`src/sv/pnz_scale.sv`:
```
// Floor division of a signed coordinate by 20, two register stages.
module pnz_scale (
  input  logic               clk,
  input  logic               en,
  input  logic signed [31:0] coord,
  output logic signed [31:0] scaled
);

  // floor(v/20) = floor(floor(v/4)/5); bias by 5*2^27 to divide unsigned
  localparam logic signed [31:0] BIAS  = 32'sd671088640;
  localparam logic        [31:0] RECIP = 32'hCCCCCCCD;
  localparam logic        [31:0] QBIAS = 32'd134217728;

  logic signed [31:0] biased;
  logic        [30:0] num;
  logic        [62:0] prod;

  assign biased = (coord >>> 2) + BIAS;

  always_ff @(posedge clk) begin
    if (en) begin
      num  <= biased[30:0];
      prod <= 63'(num) * 63'(RECIP);
    end
  end

  assign scaled = $signed({3'b000, prod[62:34]} - QBIAS);

endmodule

```
`config.mk`:
```
export PLATFORM = sky130hd
export DESIGN_NAME = pnz_scale
export DESIGN_NICKNAME = d
export VERILOG_FILES = /design/src/sv/pnz_scale.sv
export SDC_FILE = /design/constraint.sdc
export NUM_CORES = 1
export LEC_CHECK = 0
export ABC_CLOCK_PERIOD_IN_PS = 18660
export BUFFER_PORTS_ARGS = -buffer_cell sky130_fd_sc_hd__clkbuf_2
export CAP_MARGIN = 20
export CORE_MARGIN = 5
export CORE_UTILIZATION = 60
export DETAILED_ROUTE_END_ITERATION = 10
export PLACE_DENSITY_LB_ADDON = 0.25
export SLEW_MARGIN = 0
export SYNTH_ARGS = -nofsm -noshare
export SYNTH_HDL_FRONTEND = slang
export SYNTH_SLANG_ARGS = --single-unit
```
`constraint.sdc`:
```
create_clock -name clk -period 18.66 [get_ports clk]
set_input_delay 2.799 -clock clk [delete_from_list [all_inputs] [get_ports clk]]
set_output_delay 2.799 -clock clk [all_outputs]
set_load 0.005 [all_outputs]
```
* After elaboration in Yosys (flattened, before gate mapping)
Index checks and enable logic that the tools add are counted.
** Word-level totals
- Word-level logic and storage cells :: 5
- Flip-flop bits (word level) :: 94
- Output and inout bits :: 32
** Cells by class
- $add $sub $neg :: 2
- $mul :: 1
** Operator list (number)
- multiplier 31 x 32 -> 63 bit, second input constant :: 1
- adder 30 x 31 -> 31 bit, second input constant :: 1
- subtractor 29 x 28 -> 30 bit, second input constant :: 1

* Longest topological paths before layout
- Depth in word-level cells :: 1
- Gate-level depth with buffers :: 27
- Gate-level depth less buffers :: 26

* Worst setup path before layout
No wires, ideal clock.
- Path kind :: register -> register
- From :: reg num[16]
- To :: reg prod[62], data pin
- Library setup time :: 260 ps
- Required time :: 18400 ps
- Period minus slack after synthesis :: 6707 ps
- Path buffers :: 0
- Slack :: 11953 ps
- Stages on the path, launching flop included :: 24
- Arrival :: 6447 ps
- Cells stage by stage :: edfxtp_1 > ha_1 > fa_1 > inv_1 > fa_1 > inv_1 > fa_1 > inv_1 > fa_1 > inv_1 > fa_1 > fa_1 > inv_1 > fa_1 > inv_1 > ha_1 > a21oi_1 > o21bai_1 > a2111oi_0 > o41ai_1 > a311oi_1 > o21ai_1 > a21bo_1 > xnor2_1
** Between the ends
- Word-level cells in the longest chain between the ends :: 1
** Ends and longest elaborated chain
- start: declaration :: line 15 : logic [30:0] num;
- start signal: assignment :: line 22 : num <= biased[30:0];
- multiplier 31 x 32 -> 63 bit :: line 23 : prod <= 63'(num) * 63'(RECIP);
- end signal: assignment :: line 23
- end: declaration :: line 16 : logic [62:0] prod;
No other way between the ends.
A chain may end at the register's enable or synchronous reset.

* Worst setup path after layout
- From :: reg num[4]
- To :: reg prod[51], data pin
The elaborated chain is that of the path after synthesis.

==> insert_results.sql <==
INSERT INTO impl_metrics (metric_group, metric, value, unit) VALUES
('critical_path', 'cpMaxStageDelayCell', 'fa_1', ''),
('die', 'chipHeight', '163', 'um'),
('finish', 'layout.area.seq', '0.00180', 'sq mm'),
('job', 'drv_cap', '0', ''),
('critical_path', 'cp.arrival', '8.07', 'ns'),
('detailed_routing', 'routed_wl', '31300', 'um'),
('critical_path', 'critPathMaxStageDelay', '0.72', 'ns'),
('worst_hold_path', 'timing.hold.worst.class', 'reg2reg', ''),
('finish', 'multi_input_area', '0.0108', 'sq mm'),
('finish', 'post_route_cells_drive_above_1_share', '0.0696', ''),
('detailed_routing', 'wl_per_cell', '18.6', 'um'),
('die', 'floorplan.die.width', '163', 'um'),
('finish', 'most-common-layout-cells', 'inv_1, ha_1, fa_1', ''),
('finish', 'mostFrequentLayoutCell', 'inv_1', ''),
('yosys', 'yosys-top-cells-area', 'fa_1, ha_1, edfxtp_1', ''),
('detailed_routing', 'dr.pass1.iters', '5', ''),
('cts', 'clock_tree.htree_level_count', '3', ''),
('placement', 'routabilityCongestion', '0.939', ''),
('die', 'num_io_pins', '66', ''),
('global_route', 'globalRouteOverflowTotal', '0', ''),
('cts', 'cts.clk_slew.worst_paths', '0.07', 'ns'),
('cts', 'cts.root.buffer_cell', 'clkbuf_16', ''),
('die', 'core-area', '0.0233', 'sq mm'),
('detailed_routing', 'postRouteAntennaNets', '0', ''),
('critical_path', 'timing.critical_path.fanout_max', '6', ''),
('critical_path', 'setup.worst_path.class', 'reg2reg', ''),
('critical_path', 'worst_setup_path_start_kind', 'register', ''),
('die', 'initial_core_util', '0.603', ''),
('yosys', 'netlist_area', '0.0140', 'sq mm'),
('critical_path', 'cp_cell_sequence', 'ha_1, fa_1, fa_1, inv_1, fa_1, inv_1, fa_1, inv_1, fa_1, inv_1, fa_1, fa_1, ha_1, nand2_1, nor4_1, o211ai_1, o2111ai_1, a41oi_1, o21ai_2, a21oi_1, xnor2_1', ''),
('yosys', 'synth_edf_count', '60', ''),
('cts', 'cts_inserted_buffers', '9', ''),
('timing', 'finalSetupViolations', '0', ''),
('yosys', 'postSynthCellCount', '1318', ''),
('cts', 'cts_post_setup_buffers_inserted', '0', ''),
('yosys', 'yosys.cell_types.count', '63', ''),
('cts', 'cts_max_path_buffers', '2', ''),
('yosys', 'syn-num-nets', '1885', ''),
('placement', 'numPortBuffers', '63', ''),
('timing', 'final_number_of_hold_violating_endpoints', '0', ''),
('yosys', 'library_cell_with_the_largest_summed_area_after_synthesis', 'fa_1', ''),
('global_route', 'grt_pass1_wl', '51600', 'um'),
('cts', 'cts_tree', 'yes', ''),
('detailed_routing', 'initialDrtViolationCount', '591', ''),
('timing', 'layout_worst_path_cycle_share', '0.427', ''),
('timing', 'finalClockSkew', '0.0218', 'ns'),
('timing', 'rsz0062_at_grt', 'no', ''),
('cts', 'cts_hold_buf', '0', ''),
('global_route', 'maximum_number_of_pins_on_one_net_before_global_route_repair', '61', ''),
('timing', 'final.setup.tns', '0', 'ns'),
('critical_path', 'worst_path_required', '18.76', 'ns'),
('finish', 'num-nets-final', '1926', ''),
('cts', 'clock_sink_count', '60', ''),
('die', 'std_cell_rows', '56', ''),
('die', 'design.die.area', '0.0265', 'sq mm'),
('yosys', 'postSynth.topFlopCell', 'edfxtp_1', ''),
('critical_path', 'crit_family', 'adder cells', ''),
('detailed_routing', 'viasPerCell', '5.50', ''),
('finish', 'area_growth_syn_to_layout', '5.67', '%'),
('yosys', 'postSynth.asyncResetShare', '0', ''),
('timing', 'final_critical_path_time_including_i_o_delays_and_setup', '7.97', 'ns'),
('global_route', 'grt_antenna_before_repair', '0', ''),
('timing', 'report.final.slew_viol_count', '0', ''),
('yosys', 'synth_area_per_cell', '10.6', 'sq um'),
('yosys', 'synth-seq-area-share', '0.128', ''),
('finish', 'num_antenna_cells', '0', ''),
('timing', 'worst_pin_slew', '0.839', 'ns'),
('yosys', 'yosysWarnings', '0', ''),
('critical_path', 'crit_path_end_kind', 'register', ''),
('critical_path', 'critPathMostFrequentCell', 'fa_1', ''),
('detailed_routing', 'post-route-drc-count', '0', ''),
('cts', 'clk-insertion-delay-late', '0.36', 'ns'),
('placement', 'dp_hpwl', '27100', 'um'),
('status', 'outcome', 'finished, final reports clean', ''),
('timing', 'max_freq', '125', 'MHz'),
('global_route', 'grt_pass1_vias', '9930', ''),
('finish', 'filler_cell_count', '1874', ''),
('critical_path', 'cp_buf_inv_count', '4', ''),
('global_route', 'grt.total_usage', '0.253', ''),
('yosys', 'postSynthRegisterBits', '60', ''),
('yosys', 'netlist.area_leader.share', '0.330', ''),
('cts', 'cts_repair_resize_count', '0', ''),
('detailed_routing', 'route.vias.total', '9259', ''),
('timing', 'timing.slew.headroom', '0.441', '');
## through the flow
| stage | instances | hold WS (ns) | util | setup slack (ns) | instance area, sq um |
|---|---|---|---|---|---|
| 2_1_floorplan | 1318 | 1.09 | - | 11.95 | 14000 |
| 3_3_place_gp | 1666 | 1.31 | 0.624 | 10.80 | 14500 |
| 3_5_place_dp | 1666 | 1.29 | 0.624 | 10.72 | 14500 |
| 4_1_cts | 1682 | 1.34 | 0.637 | 10.70 | 14800 |
| 5_1_grt | 1683 | 1.40 | 0.637 | 10.36 | 14800 |
| 6_report | 1683 | 1.33 | 0.637 | 10.69 | 14800 |
## final cells by class
type,instances,area share
Clock buffer,9,0.0152
Clock inverter,7,0.00506
Inverter,328,0.0830
Multi-Input combinational cell,895,0.726
Sequential cell,60,0.122
Tap cell,319,0.0269
Timing Repair Buffer,65,0.0227
## cell families after synthesis
group	share of synthesized area
adder cells (fa/ha/maj)	0.599
AO/OA/AOI/OAI	0.0861
flip-flops	0.128
buffers and inverters	0.105
AND/OR/NAND/NOR	0.0479
multiplexers	0.000713
XOR/XNOR	0.0331
## Yosys cell counts (2+ instances only)
master and n:
ha_1 302, a221oi_1 2, o21ai_1 3, xnor2_1 37, or2_2 4, and2_1 8
nand2_1 27, nand3_1 18, and3_1 7, nand2b_1 3, o21ai_0 18, o21ai_2 2
a211oi_1 4, o2111ai_1 2, nor2b_1 6, o21bai_1 8, and4_1 6, clkbuf_1 5
o41ai_1 2, a21boi_1 3, nand4_1 7, a21oi_1 67, xor2_1 16, o211ai_1 7
edfxtp_1 60, o31ai_1 2, buf_4 29, o21a_1 6, a21o_1 34, a31oi_1 3
nor4_1 3, fa_1 231, nor2_1 25, nor3_1 5, inv_1 328
## routing by layer
metal | vias up | share of wire | global-route usage
li1 | 4360 | - | -
met1 | 4600 | 0.46 | 0.367
met2 | 261 | 0.45 | 0.394
met3 | 38 | 0.071 | 0.0564
met4 | 0 | 0.020 | 0.0576
met5 | - | 0 | 0
## flip-flops by register name, summed over array words and instances (netlist names)
name	flops
num	31
prod	29
## final timing paths
kind	slack, ns	cells after the start	from	end
max	10.69	21	num[4]$_DFFE_PP_	prod[51]$_DFFE_PP_
min	1.33	5	num[30]$_DFFE_PP_	prod[62]$_DFFE_PP_
max reg2reg	10.69	21	num[4]$_DFFE_PP_	prod[51]$_DFFE_PP_
min reg2reg	1.33	5	num[30]$_DFFE_PP_	prod[62]$_DFFE_PP_
## worst min-delay path: cells and delay by family (launching register included)
| family | cells | cell delay [ns] |
|---|---|---|
| DFF | 1 | 0.41 |
| adders and majority gates | 1 | 0.21 |
| xor gates and xnor gates | 4 | 0.60 |
Power is left out: the tool's default activity adds up to more than one toggle a clock period on the data nets, which glitch-free logic cannot reach.
