<file path="config.mk">
export PLATFORM = sky130hd
export DESIGN_NAME = pnz_fade
export DESIGN_NICKNAME = d
export VERILOG_FILES = /design/src/sv/pnz_pkg.sv /design/src/sv/pnz_fade.sv
export SDC_FILE = /design/constraint.sdc
export NUM_CORES = 2
export LEC_CHECK = 0
export BUFFER_PORTS_ARGS = -buffer_cell sky130_fd_sc_hd__buf_4
export CAP_MARGIN = 20
export CORE_UTILIZATION = 50
export DETAILED_ROUTE_END_ITERATION = 16
export MAX_ROUTING_LAYER = met4
export PLACE_DENSITY = 0.73
export SLEW_MARGIN = 5
export SYNTH_ARGS = -nofsm -noshare
export SYNTH_HDL_FRONTEND = slang
export SYNTH_SLANG_ARGS = --single-unit
</file>
<file path="constraint.sdc">
create_clock -name clk -period 11.3 [get_ports clk]
set_input_delay 0.565 -clock clk [delete_from_list [all_inputs] [get_ports clk]]
set_output_delay 0.565 -clock clk [all_outputs]
set_load 0.005 [all_outputs]
</file>
<file path="src/sv/pnz_pkg.sv">
// Shared constants and arithmetic helpers for the 3D noise unit.
package pnz_pkg;

  localparam int TABLE_SIZE = 256;
  localparam int ADDR_W     = $clog2(TABLE_SIZE);
  localparam int PERM_W     = 8;
  localparam int ONE_Q16    = 65536;

  // beat kinds on the input channel
  localparam logic MODE_EVAL = 1'b0;
  localparam logic MODE_LOAD = 1'b1;

  typedef logic signed [16:0] offs_t;   // corner offset, signed Q0.16
  typedef logic signed [18:0] grad_t;   // gradient dot product
  typedef logic signed [17:0] wgt_t;    // faded weight
  typedef logic signed [23:0] blend_t;  // blend value

  localparam logic [3:0] H_SPLIT_U = 4'd8;
  localparam logic [3:0] H_SPLIT_V = 4'd4;
  localparam logic [3:0] H_X_A     = 4'd12;
  localparam logic [3:0] H_X_B     = 4'd14;

  // Pick one of the twelve gradient directions from the low hash bits.
  function automatic grad_t grad(input logic [PERM_W-1:0] hash,
                                 input offs_t x, input offs_t y, input offs_t z);
    logic [3:0] h;
    grad_t uu;
    grad_t vv;
    h  = hash[3:0];
    uu = (h < H_SPLIT_U) ? grad_t'(x) : grad_t'(y);
    if (h < H_SPLIT_V) begin
      vv = grad_t'(y);
    end else if (h == H_X_A || h == H_X_B) begin
      vv = grad_t'(x);
    end else begin
      vv = grad_t'(z);
    end
    if (h[0]) uu = -uu;
    if (h[1]) vv = -vv;
    return uu + vv;
  endfunction

  // a + floor((b - a) * w / 2^16)
  function automatic blend_t lerp(input wgt_t w, input blend_t a, input blend_t b);
    logic signed [24:0] diff;
    logic signed [42:0] prod;
    diff = 25'(b) - 25'(a);
    prod = 43'(diff) * 43'(w);
    return a + blend_t'(prod[42:16]);
  endfunction

endpackage

</file>
<file path="src/sv/pnz_fade.sv">
// Quintic fade 6t^5-15t^4+10t^3 in Q0.16, four multiply stages.
module pnz_fade (
  input  logic                 clk,
  input  logic                 en,
  input  logic [15:0]          t,
  output pnz_pkg::wgt_t        fade
);

  localparam logic signed [21:0] FIFTEEN = 22'sd983040;
  localparam logic signed [23:0] TEN     = 24'sd655360;

  logic signed [21:0] a_c;
  logic signed [23:0] b_c;
  logic signed [24:0] c_c;
  logic signed [25:0] d_c;
  logic signed [38:0] p1;
  logic signed [40:0] p2;
  logic signed [41:0] p3;
  logic signed [42:0] p4;
  logic [15:0] t1;
  logic [15:0] t2;
  logic [15:0] t3;

  assign a_c = 22'sd6 * $signed({6'b000000, t}) - FIFTEEN;
  assign b_c = $signed(p1[38:16]) + TEN;
  assign c_c = $signed(p2[40:16]);
  assign d_c = $signed(p3[41:16]);

  always_ff @(posedge clk) begin
    if (en) begin
      p1 <= 39'(a_c) * $signed({23'd0, t});
      t1 <= t;
      p2 <= 41'(b_c) * $signed({25'd0, t1});
      t2 <= t1;
      p3 <= 42'(c_c) * $signed({26'd0, t2});
      t3 <= t2;
      p4 <= 43'(d_c) * $signed({27'd0, t3});
    end
  end

  assign fade = pnz_pkg::wgt_t'(p4[42:16]);

endmodule
</file>
After elaboration in Yosys (flattened, before gate mapping)
Cells that the tools add are included.
- output and inout port bits: 18
- word-level logic and storage cells: 14
- register bits after elaboration: 203
- bits of input ports: 18
- add/subtract/negate cells: 2
- multipliers: 5
- operators by type and width (cell ; number):
    $mul A25 B17 Y42 ; 1
    $mul A23 B17 Y40 ; 1
    $mul A21 B17 Y38 ; 1
    $mul A26 B17 Y34 ; 1
    $add A22 B21 Y23 const B ; 1
    $sub A19 B20 Y21 const B ; 1
    $mul A2 B16 Y18 const A ; 1

Longest topological paths before layout
- depth after elaboration: 3
- depth in mapped cells: 36
- depth with buffers taken out: 35

Least setup slack after synthesis
Ideal clock, no wire load.
- kind: input to register
- start: input port t[1]
- end: register p1[31], data pin
- stages on the path: 34
- buffers on the path: 2
- data required time: 11.038 ns
- path slack: 2.592 ns
- setup time: 0.262 ns
- arrival: 8.446 ns
- path through: buf_2 -> inv_1 -> fa_1 -> nor2b_1 -> o21ai_2 -> a21oi_2 -> a2111oi_4 -> o221ai_2 -> a41oi_2 -> xor2_2 -> inv_2 -> ha_1 -> xor2_1 -> clkbuf_1 -> nand2_1 -> fa_1 -> fa_1 -> fa_1 -> inv_1 -> fa_1 -> fa_1 -> inv_1 -> fa_1 -> inv_1 -> ha_1 -> a21o_1 -> a21o_1 -> a21oi_1 -> nor2b_1 -> a211oi_1 -> o21ai_0 -> a21oi_1 -> o21bai_1 -> xor2_1
- longest elaborated chain between the ends: 3
- ends and longest elaborated chain (item ; line ; source):
    start, declared ; pnz_fade.sv:5 ; input logic [15:0] t,
    $mul A2 B16 Y18 ; pnz_fade.sv:24 ; assign a_c = 22'sd6 * $signed({6'b000000, t}) - FIFTEEN;
    $sub A19 B20 Y21 ; pnz_fade.sv:24 ;
    $mul A21 B17 Y38 * ; pnz_fade.sv:31 ; p1 <= 39'(a_c) * $signed({23'd0, t});
    end signal, assigned ; pnz_fade.sv:31 ;
    end, declared ; pnz_fade.sv:16 ; logic signed [38:0] p1;
Mark *: on every way between the ends. The rest lies on a longest branch, timed or not.
A chain may end at the register's enable or synchronous reset.

Final worst setup path
- start: input port t[1]
- end: register p1[34], data pin
The elaborated chain is that of the path after synthesis.

==> impl_metrics.json <==
{
  "syn_to_final_growth_pct": 3.74,
  "dpl.cell_count": 6970,
  "r2r-end": "p3[41]",
  "num-fill-cells": 9542,
  "hold_buffers": 0,
  "async_flop_share_pct": 0,
  "start_util_pct": 50.5,
  "ys_types": 71,
  "yosysTopAreaCellShare_pct": 51.2,
  "synth_ff_type": "edfxtp_1",
  "synth_area_leader_cell": "fa_1",
  "min_to": "t1[15]",
  "grt_usage_pct": 24.3,
  "core_um2": 107000,
  "syn_area_um2": 54200,
  "grt_pass1_vias": 41300,
  "worst_slew_pin_slew_ns": 1.19,
  "cp.arrival_ns": 10.11,
  "cts_resized": 0,
  "critPathTopFamily": "adder cells",
  "clock-sinks": 138,
  "fin_crit_ns": 9.86,
  "wl_per_cell_um": 17.1,
  "clk_pin_slew_ns": 0.06,
  "synthCells": 5724,
  "setup_tns_ns": 0,
  "holdWs_ns": 0.457,
  "io_pins": 36,
  "finalClockSkew_ns": 0.0227,
  "crit_top_cell": "fa_1",
  "hold_violations": 0,
  "drive_gt1_share_pct": 2.11,
  "antenna_found_initial": 0,
  "grt_pass1_wl_um": 205000,
  "drv_slew": 0,
  "worstSetupEndpointType": "flip-flop",
  "crit_type": "primary input to flip-flop",
  "ys_seq_area_share_pct": 7.65,
  "ys_top_cells_by_area": "fa_1 51%, inv_1 11%, ha_1 9.0%",
  "startpoint_type": "primary input",
  "syn_area_per_cell_um2": 9.46,
  "htreeDepth": 4,
  "die_x_um": 331,
  "num_antenna_cells": 0,
  "placementRows": 120,
  "cp_slowest_stage_delay_ns": 0.81,
  "min_period_over_period_pct": 87.3,
  "antenna_left": 0,
  "instances_no_fill": 7004,
  "fmax_mhz": 101,
  "drt_first_pass_iters": 5,
  "finalWirelength_um": 120000,
  "synth_common_cells": "1,568 x inv_1, 1,385 x fa_1, 891 x nand2_1",
  "vias_per_cell": 5.25,
  "post_cts.repair.setup_buffers": 0,
  "r2r_setup_slack_ns": 3.42,
  "drc": 0,
  "critPathMaxFanout": 22,
  "overflow": 0,
  "grt_max_degree": 95,
  "critical_path_buf_inv_count": 6,
  "cts_max_path_buffers": 2,
  "rsz0062_at_grt": "no",
  "synth_edf_count": 138,
  "finalNetCount": 7380,
  "vias": 36700,
  "yosys_warnings": 0,
  "setup_viol": 0,
  "syn_nets": 7516,
  "relSlewSlack_pct": 20.9,
  "dieArea_um2": 110000,
  "io_buffers": 35,
  "synth.most_common_cell": "inv_1",
  "cts_root_buf": "clkbuf_16",
  "die_h_um": 331,
  "drt_iter0_markers": 2259,
  "hold_path_depth": 1,
  "cpMaxStageDelayCell": "a211oi_1",
  "cts_buffers": 17,
  "postLayoutCoreUtil_pct": 52.4,
  "dp_hpwl_um": 96800,
  "crit_required_ns": 11.54,
  "drv_cap": 0,
  "hp-class": "primary input to flip-flop",
  "hp-start": "t[15]",
  "insertion_delay_ns": 0.51,
  "r2r_start": "t2[2]",
  "place_congestion": 0.908,
  "status": "finished clean",
  "worstRegToRegCells": 20,
  "synth-seq-cells": 138,
  "cts_tree": "done"
}
==> how the worst max path moves through the flow <==
stage	start	to	slack, ns	depth (start not counted)
5_1_grt	t[1]	p1[34]	0.88	33
4_1_cts	t[1]	p1[34]	1.54	33
3_3_place_gp	t[1]	p1[34]	1.30	33
2_1_floorplan	t[1]	p1[31]	2.59	34
6_report	t[1]	p1[34]	1.44	33
3_5_place_dp	t[1]	p1[34]	1.02	33
==> through the flow <==
step                area [um^2]  worst slack [ns]
floorplan                 54200              2.59
global placement          55600              1.30
detailed placement        55600              1.02
CTS                       56100              1.54
global route              56200             0.876
finish                    56200              1.44
==> metal layers <==
| metal | vias up | track usage (%) | share of wire [%] |
|---|---|---|---|
| met4 | 0 | 6.51 | 2.6 |
| li1 | 16100 | - | - |
| met1 | 19100 | 30.2 | 41 |
| met2 | 1221 | 41.4 | 50 |
| met3 | 254 | 3.51 | 6.4 |
| met5 | - | - | 0 |
==> layout make-up <==
class	instances	area, um^2	share of cell area, %
tap	1403	1760	3.12
timing repair buffer	64	512	0.911
clock buffer	18	429	0.764
inverter	1570	5890	10.5
clock inverter	14	100	0.178
multi-input combinational	3797	43300	77.2
sequential	138	4140	7.38
==> kinds of logic after synthesis <==
kind of cell / Yosys count / share of synthesized area (%)
buffers and inverters: 1789 / 12.4
adders and majority gates: 1774 / 60.2
and+or+nand+nor: 1638 / 14.4
AOI/OAI and AO/OA: 240 / 2.99
xor gates and xnor gates: 144 / 2.34
DFF: 138 / 7.65
muxes: 1 / 0.0185
==> state kept, by name, summed over array words and instances, names as in the netlist <==
signal	count
t1	15
t2	16
p4	18
t3	16
p2	24
p3	26
p1	23
==> cell usage in the layout (no fill, tap or decap), drive strengths merged, types with 7 or more instances in the layout <==
cell type | netlist | routed
nand2b | 34 | 34
ha | 389 | 389
buf | 5 | 64
o21ai | 33 | 33
a211oi | 13 | 13
a31oi | 9 | 9
xnor2 | 102 | 102
a21oi | 84 | 84
nor2b | 23 | 23
a21o | 27 | 27
nand4 | 8 | 8
nand3 | 17 | 17
clkinv | 1 | 7
o21a | 13 | 13
xor2 | 42 | 42
nor2 | 80 | 80
fa | 1385 | 1385
o21bai | 10 | 10
and2 | 524 | 524
edfxtp | 138 | 138
nor3 | 21 | 21
inv | 1569 | 1572
nand2 | 891 | 891
clkbuf | 214 | 18
and3 | 17 | 17
or3 | 8 | 8
Power is left out: the tool's default activity adds up to more than one toggle a clock period on the data nets, which glitch-free logic cannot reach.
