### src/sv/pnz_pkg.sv
// Shared constants and arithmetic helpers for the 3D noise unit.
package pnz_pkg;

  localparam int TABLE_SIZE = 256;
  localparam int ADDR_W     = $clog2(TABLE_SIZE);
  localparam int PERM_W     = 8;
  localparam int ONE_Q16    = 65536;

  // beat kinds on the input channel
  localparam logic MODE_EVAL = 1'b0;
  localparam logic MODE_LOAD = 1'b1;

  typedef logic signed [16:0] offs_t;   // corner offset, signed Q0.16
  typedef logic signed [18:0] grad_t;   // gradient dot product
  typedef logic signed [17:0] wgt_t;    // faded weight
  typedef logic signed [23:0] blend_t;  // blend value

  localparam logic [3:0] H_SPLIT_U = 4'd8;
  localparam logic [3:0] H_SPLIT_V = 4'd4;
  localparam logic [3:0] H_X_A     = 4'd12;
  localparam logic [3:0] H_X_B     = 4'd14;

  // Pick one of the twelve gradient directions from the low hash bits.
  function automatic grad_t grad(input logic [PERM_W-1:0] hash,
                                 input offs_t x, input offs_t y, input offs_t z);
    logic [3:0] h;
    grad_t uu;
    grad_t vv;
    h  = hash[3:0];
    uu = (h < H_SPLIT_U) ? grad_t'(x) : grad_t'(y);
    if (h < H_SPLIT_V) begin
      vv = grad_t'(y);
    end else if (h == H_X_A || h == H_X_B) begin
      vv = grad_t'(x);
    end else begin
      vv = grad_t'(z);
    end
    if (h[0]) uu = -uu;
    if (h[1]) vv = -vv;
    return uu + vv;
  endfunction

  // a + floor((b - a) * w / 2^16)
  function automatic blend_t lerp(input wgt_t w, input blend_t a, input blend_t b);
    logic signed [24:0] diff;
    logic signed [42:0] prod;
    diff = 25'(b) - 25'(a);
    prod = 43'(diff) * 43'(w);
    return a + blend_t'(prod[42:16]);
  endfunction

endpackage

### src/sv/pnz_perm_ram.sv
// Permutation table copy: one write port, reads an entry and its successor.
module pnz_perm_ram (
  input  logic                                     clk,
  input  logic                                     en,
  input  logic                                     we,
  input  logic [pnz_pkg::ADDR_W-1:0]               waddr,
  input  logic [pnz_pkg::PERM_W-1:0]               wdata,
  input  logic [pnz_pkg::ADDR_W-1:0]               raddr,
  output logic [pnz_pkg::PERM_W-1:0]               rdata0,
  output logic [pnz_pkg::PERM_W-1:0]               rdata1
);

  logic [pnz_pkg::PERM_W-1:0] mem [pnz_pkg::TABLE_SIZE];
  logic [pnz_pkg::ADDR_W-1:0] raddr_inc;

  // successor wraps around the table
  assign raddr_inc = raddr + pnz_pkg::ADDR_W'(1);

  always_ff @(posedge clk) begin
    if (we) begin
      mem[waddr] <= wdata;
    end
    if (en) begin
      rdata0 <= mem[raddr];
      rdata1 <= mem[raddr_inc];
    end
  end

endmodule

### config.mk
export PLATFORM = sky130hd
export DESIGN_NAME = pnz_perm_ram
export DESIGN_NICKNAME = d
export VERILOG_FILES = /design/src/sv/pnz_pkg.sv /design/src/sv/pnz_perm_ram.sv
export SDC_FILE = /design/constraint.sdc
export NUM_CORES = 2
export LEC_CHECK = 0
export BUFFER_PORTS_ARGS = -buffer_cell sky130_fd_sc_hd__buf_2
export CAP_MARGIN = 10
export CORE_ASPECT_RATIO = 0.75
export CORE_MARGIN = 5
export CORE_UTILIZATION = 40
export CTS_CLUSTER_DIAMETER = 50
export DETAILED_ROUTE_END_ITERATION = 8
export HOLD_SLACK_MARGIN = 0.05
export PLACE_DENSITY = 0.66
export SYNTH_ARGS = -nofsm -noshare
export SYNTH_HDL_FRONTEND = slang
export SYNTH_SLANG_ARGS = --single-unit
### constraint.sdc
create_clock -name clk -period 7.8 [get_ports clk]
set_input_delay 0 -clock clk [delete_from_list [all_inputs] [get_ports clk]]
set_output_delay 0 -clock clk [all_outputs]
set_load 0.005 [all_outputs]
Word-level counts from Yosys, hierarchy flattened
Memory sizes are Yosys's and may differ from the RTL's. A register that Yosys moved wholly into a read port is not among the register bits.
Index checks and enable logic that the tools add are counted.
{"block": "word_totals", "regBits": 0, "latch_bits": 0, "ram_bits": 2048, "romBits": 0, "output_inout_bits": 16, "elab_cells": 4, "memories": 1}
{"name": "mem", "depth": 256, "width": 8, "rd": 2, "rd_clocked_by_memory_dff": 2, "write_ports": 1, "line_no": "pnz_perm_ram.sv:13", "text": "logic [pnz_pkg::PERM_W-1:0] mem [pnz_pkg::TABLE_SIZE];"}
{"block": "classes", "n_addsub": 1, "mul": 0, "div_mod_pow": 0, "magnitude_cmp": 0, "eq_ne": 0, "shift": 0, "muxes": 2, "bitwise_logic": 0, "reduce_logical": 0}
{"cell": "8-bit by 1-bit adder with 8-bit output (second input constant)", "count": 1}
{"cell": "1-bit 2-to-1 mux", "count": 2}

Logic depth before layout (Yosys ltp)
{"block": "depth", "word_depth": 2, "mapped_depth": 13, "mapped_depth_nobuf": 8}

Least setup slack after synthesis
OpenSTA, ideal clock, no wires.
{"block": "synth_path", "path_kind": "input -> register", "startpoint": "input port raddr[0] in the netlist's numbering", "endpoint": "register rdata1[5] in the netlist's numbering, read port of mem, data pin", "setup_time_ns": 0.273, "t_arrival_ns": 2.179, "setup_slack_ns": 5.348, "stages": 11, "path_buffers": 4, "path_cell_list": "ha_1 > buf_4 > buf_4 > buf_2 > buf_4 > mux4_2 > mux4_2 > nand2_1 > nand3_1 > a32oi_1 > o311ai_1"}
{"block": "synth_via", "elab_chain_len": 1}
{"item": "start, declared", "line_no": "pnz_perm_ram.sv:8", "text": "input logic [pnz_pkg::ADDR_W-1:0] raddr,"}
{"item": "8-bit by 1-bit adder with 8-bit output", "line_no": "pnz_perm_ram.sv:17", "text": "assign raddr_inc = raddr + pnz_pkg::ADDR_W'(1);"}
{"item": "end, declared", "line_no": "pnz_perm_ram.sv:10", "text": "output logic [pnz_pkg::PERM_W-1:0] rdata1"}
No other way between the ends.

==> results.py <==
metrics = {
    "synthesis": {
        "synth_cell_type_count": 59,
        "syn_avg_cell_area_sq_um": 19.96,
        "yosysWarnings": 0,
        "synth_edf_count": 2064,
        "ys_ff_latch": 2064,
        "synth-main-ff-cell": "edfxtp_1",
        "synth_nets": 4885,
        "yosysSeqAreaShare_pct": 63.94,
        "synthCells": 4857,
        "async_reset_ff_share_pct": 0,
        "netlist_area_sq_um": 96940,
    },
    "run_status": {
        "outcome": "complete, no violations",
    },
    "power_and_ir_drop": {
        "peakVddDrop_uv": 183.2,
        "switchingPower_uw": 5948,
        "power_density_nw_per_um2": 229.2,
        "internal_power_uw": 18510,
        "p_leak_uw": 0.03273,
        "p_clk_share_pct": 39.3,
        "p_sw_share_pct": 24.31,
        "pwr-share-comb_pct": 10.6,
        "seqPwrFrac_pct": 50.2,
    },
    "timing": {
        "setup_ws_ns": 3.822,
        "worst_slew_pin_slew_ns": 1.364,
        "slew_violations": 0,
        "grt_setup_unrepaired": "false",
        "tns_ns": 0,
        "hold_viol": 0,
        "period_share_pct": 51.00,
        "worst_clock_skew_ns": 0.03782,
        "timing.final.crit_period_ns": 3.978,
        "finalSetupViolCount": 0,
        "fmax_mhz": 251.4,
        "slew_headroom_pct": 8.762,
    },
    "placement": {
        "hpwl_mm": 197.6,
        "placed_area_sq_um": 100300,
        "post-place-ws_ns": 2.998,
        "port_buffers": 42,
        "dp.cells": 7860,
        "gp_congestion": 0.9414,
    },
    "cells_and_area": {
        "area_growth_syn_to_layout_pct": 10.10,
        "fin_cells": 8250,
        "fin_area_sq_um": 106700,
        "utilization_pct": 44.27,
        "final_cell_mix": "2,064 x edfxtp_1, 1,100 x mux4_2, 285 x nor2_1",
        "layout_commonest_cell": "edfxtp_1",
        "nets": 4866,
        "drive_above_1_share_pct": 31.44,
    },
    "global_route": {
        "grt-ovfl-total": 0,
        "grt_pass1_wl_mm": 424.0,
        "grt_pass1_vias": 53070,
        "antenna_found_initial": 18,
        "grt.total_usage_pct": 23.64,
        "grt_max_degree": 130,
    },
    "worst_setup_path": {
        "critPathBufInv": 3,
        "worst_ep_arrival_time_ns": 4.51,
        "end_kind": "register",
        "start_kind": "input port",
        "slowest_delay_ns": 1.01,
        "worstPathMaxFanout": 87,
        "slowest_stage": "nor3_1",
        "crit_chain": "buf_8 > buf_12 > buf_12 > mux4_2 > mux4_2 > mux2i_1 > a21oi_1 > nor3_1 > nor3_1",
        "critPathRequiredTime_ns": 8.33,
        "path_delay_family": "buffers and inverters",
        "ff2ff_setup_slack_ns": 4.60,
        "critical_path_class": "in2reg",
    },
    "floorplanning": {
        "die_width_um": 578.4,
        "initial_utilization_pct": 40.21,
        "ioPinCount": 43,
        "rows": 156,
        "die_y_um": 436.3,
        "coreArea_sq_um": 241100,
        "design.die.area_sq_um": 252400,
    },
    "min_path": {
        "holdCritPathClass": "in2reg",
    },
    "drt": {
        "wl_met3_mm": 47.84,
        "first_pass_iters": 7,
        "wl_per_cell_um": 36.84,
        "vias_per_cell": 6.704,
        "wl_mm": 303.9,
        "postRouteAntennaNets": 0,
        "routed.top_layer": "met5",
        "drc_errors": 0,
        "drt-met1-wl_mm": 118.5,
        "vias": 55310,
        "route.met2.wl_mm": 127.1,
        "drtIter0Drc": 9446,
    },
    "clock_network": {
        "cts_resized": 0,
        "cts_tree": "built",
        "cts_buffer_depth": 4,
        "worstSkewPairLatency_ns": 0.86,
        "cts_inserted_buffers": 199,
        "cts_root_buf": "clkbuf_16",
        "clk_pin_slew_ns": 0.06,
        "clock-sinks": 2064,
        "cts_max_level": 4,
    },
    "job": {
        "maxCapViolations": 0,
    },
}
## logic make-up after synthesis
kind of cell,share of synthesized area (%)
buf+inv,2.409
compound gates,1.953
mux,28.37
flops,63.94
simple gates,3.170
xor+xnor,0.1484
fa+ha+maj,0.01291
## per-layer routing
| metal | GRT usage [%] | up-vias |
|---|---|---|
| met2 | 32.21 | 4228 |
| met4 | 6.806 | 8 |
| met3 | 9.507 | 540 |
| met1 | 34.92 | 29680 |
| met5 | 0 | - |
| li1 | - | 20860 |
## metrics by stage
step | hold WS (ns) | total power (uW)
floorplan | 0.09887 | 14000
global placement | 0.5355 | 15010
detailed placement | 0.5405 | 15020
CTS | 0.07319 | 24450
global route | 0.1520 | 25070
finish | 0.1205 | 24460
## cell usage after synthesis (2+ instances only)
library cell	instances	area (sq um)
a2111oi_0	3	26.28
a211oi_1	8	60.06
a21oi_1	56	280.3
a221o_1	2	20.02
a221oi_1	6	52.55
a22oi_1	47	352.8
a311oi_1	5	43.79
a31o_2	2	17.52
a31oi_1	9	56.30
a32oi_1	44	385.4
a41o_1	3	30.03
a41oi_1	4	35.03
and2_1	2	12.51
and3_1	5	31.28
buf_1	11	41.29
buf_2	133	665.6
buf_4	123	923.4
buf_6	23	259.0
clkbuf_1	110	412.9
clkbuf_2	2	10.01
edfxtp_1	2064	61980
mux2_2	3	33.78
mux2i_1	269	2693
mux4_2	1100	24770
nand2_1	265	994.7
nand2b_1	4	25.02
nand3_1	78	390.4
nand4_1	38	237.7
nor2_1	289	1085
nor2b_1	10	62.56
nor3_1	39	195.2
o21ai_0	7	35.03
o221ai_1	3	26.28
o22ai_1	49	306.5
o311ai_1	2	17.52
o32ai_1	6	52.55
or2_2	2	12.51
xnor2_1	4	35.03
xnor2_2	3	48.80
xor2_1	5	43.79
## flip-flops by register name, summed over array words and instances, names as in the netlist
name / flops
rdata0: 8
mem: 2048
rdata1: 8
## area by class of cell
cell class                 count  area, sq um
fill                       20270       134300
sequential                  2064        61980
multi-input combinational   2388        32800
clock buffer                 239         5194
tap                         3239         4053
timing repair buffer         183         1573
clock inverter               114         1061
antenna                       21        52.55
inverter                       2        15.01
## power groups by stage
stage	clock network, uW	logic (uW)	registers [uW]
floorplan	0	1510	12500
global placement	0	2500	12500
detailed placement	0	2510	12500
CTS	9660	2520	12300
global route	10200	2650	12300
finish	9610	2580	12300
## what timing repair did
action,CTS,global route
hold endpoints to repair,919,0
buffers inserted,0,0
hold buffers,16,0
## path summary, 6_finish.rpt
kind,startpoint,endpoint,cells after the start
setup reg to reg,mem[200][4],rdata0[4],6
hold / removal,raddr[3],rdata0[0],4
setup / recovery,raddr[1],rdata0[4],9
hold reg to reg,mem[239][0],rdata1[0],5
## worst min-delay path, cell delays in order
cell	delay, ns
buf_2	0.27
a21oi_1	0.20
nor3_1	0.13
nor3_1	0.19
(Power assumes the default switching activity.)
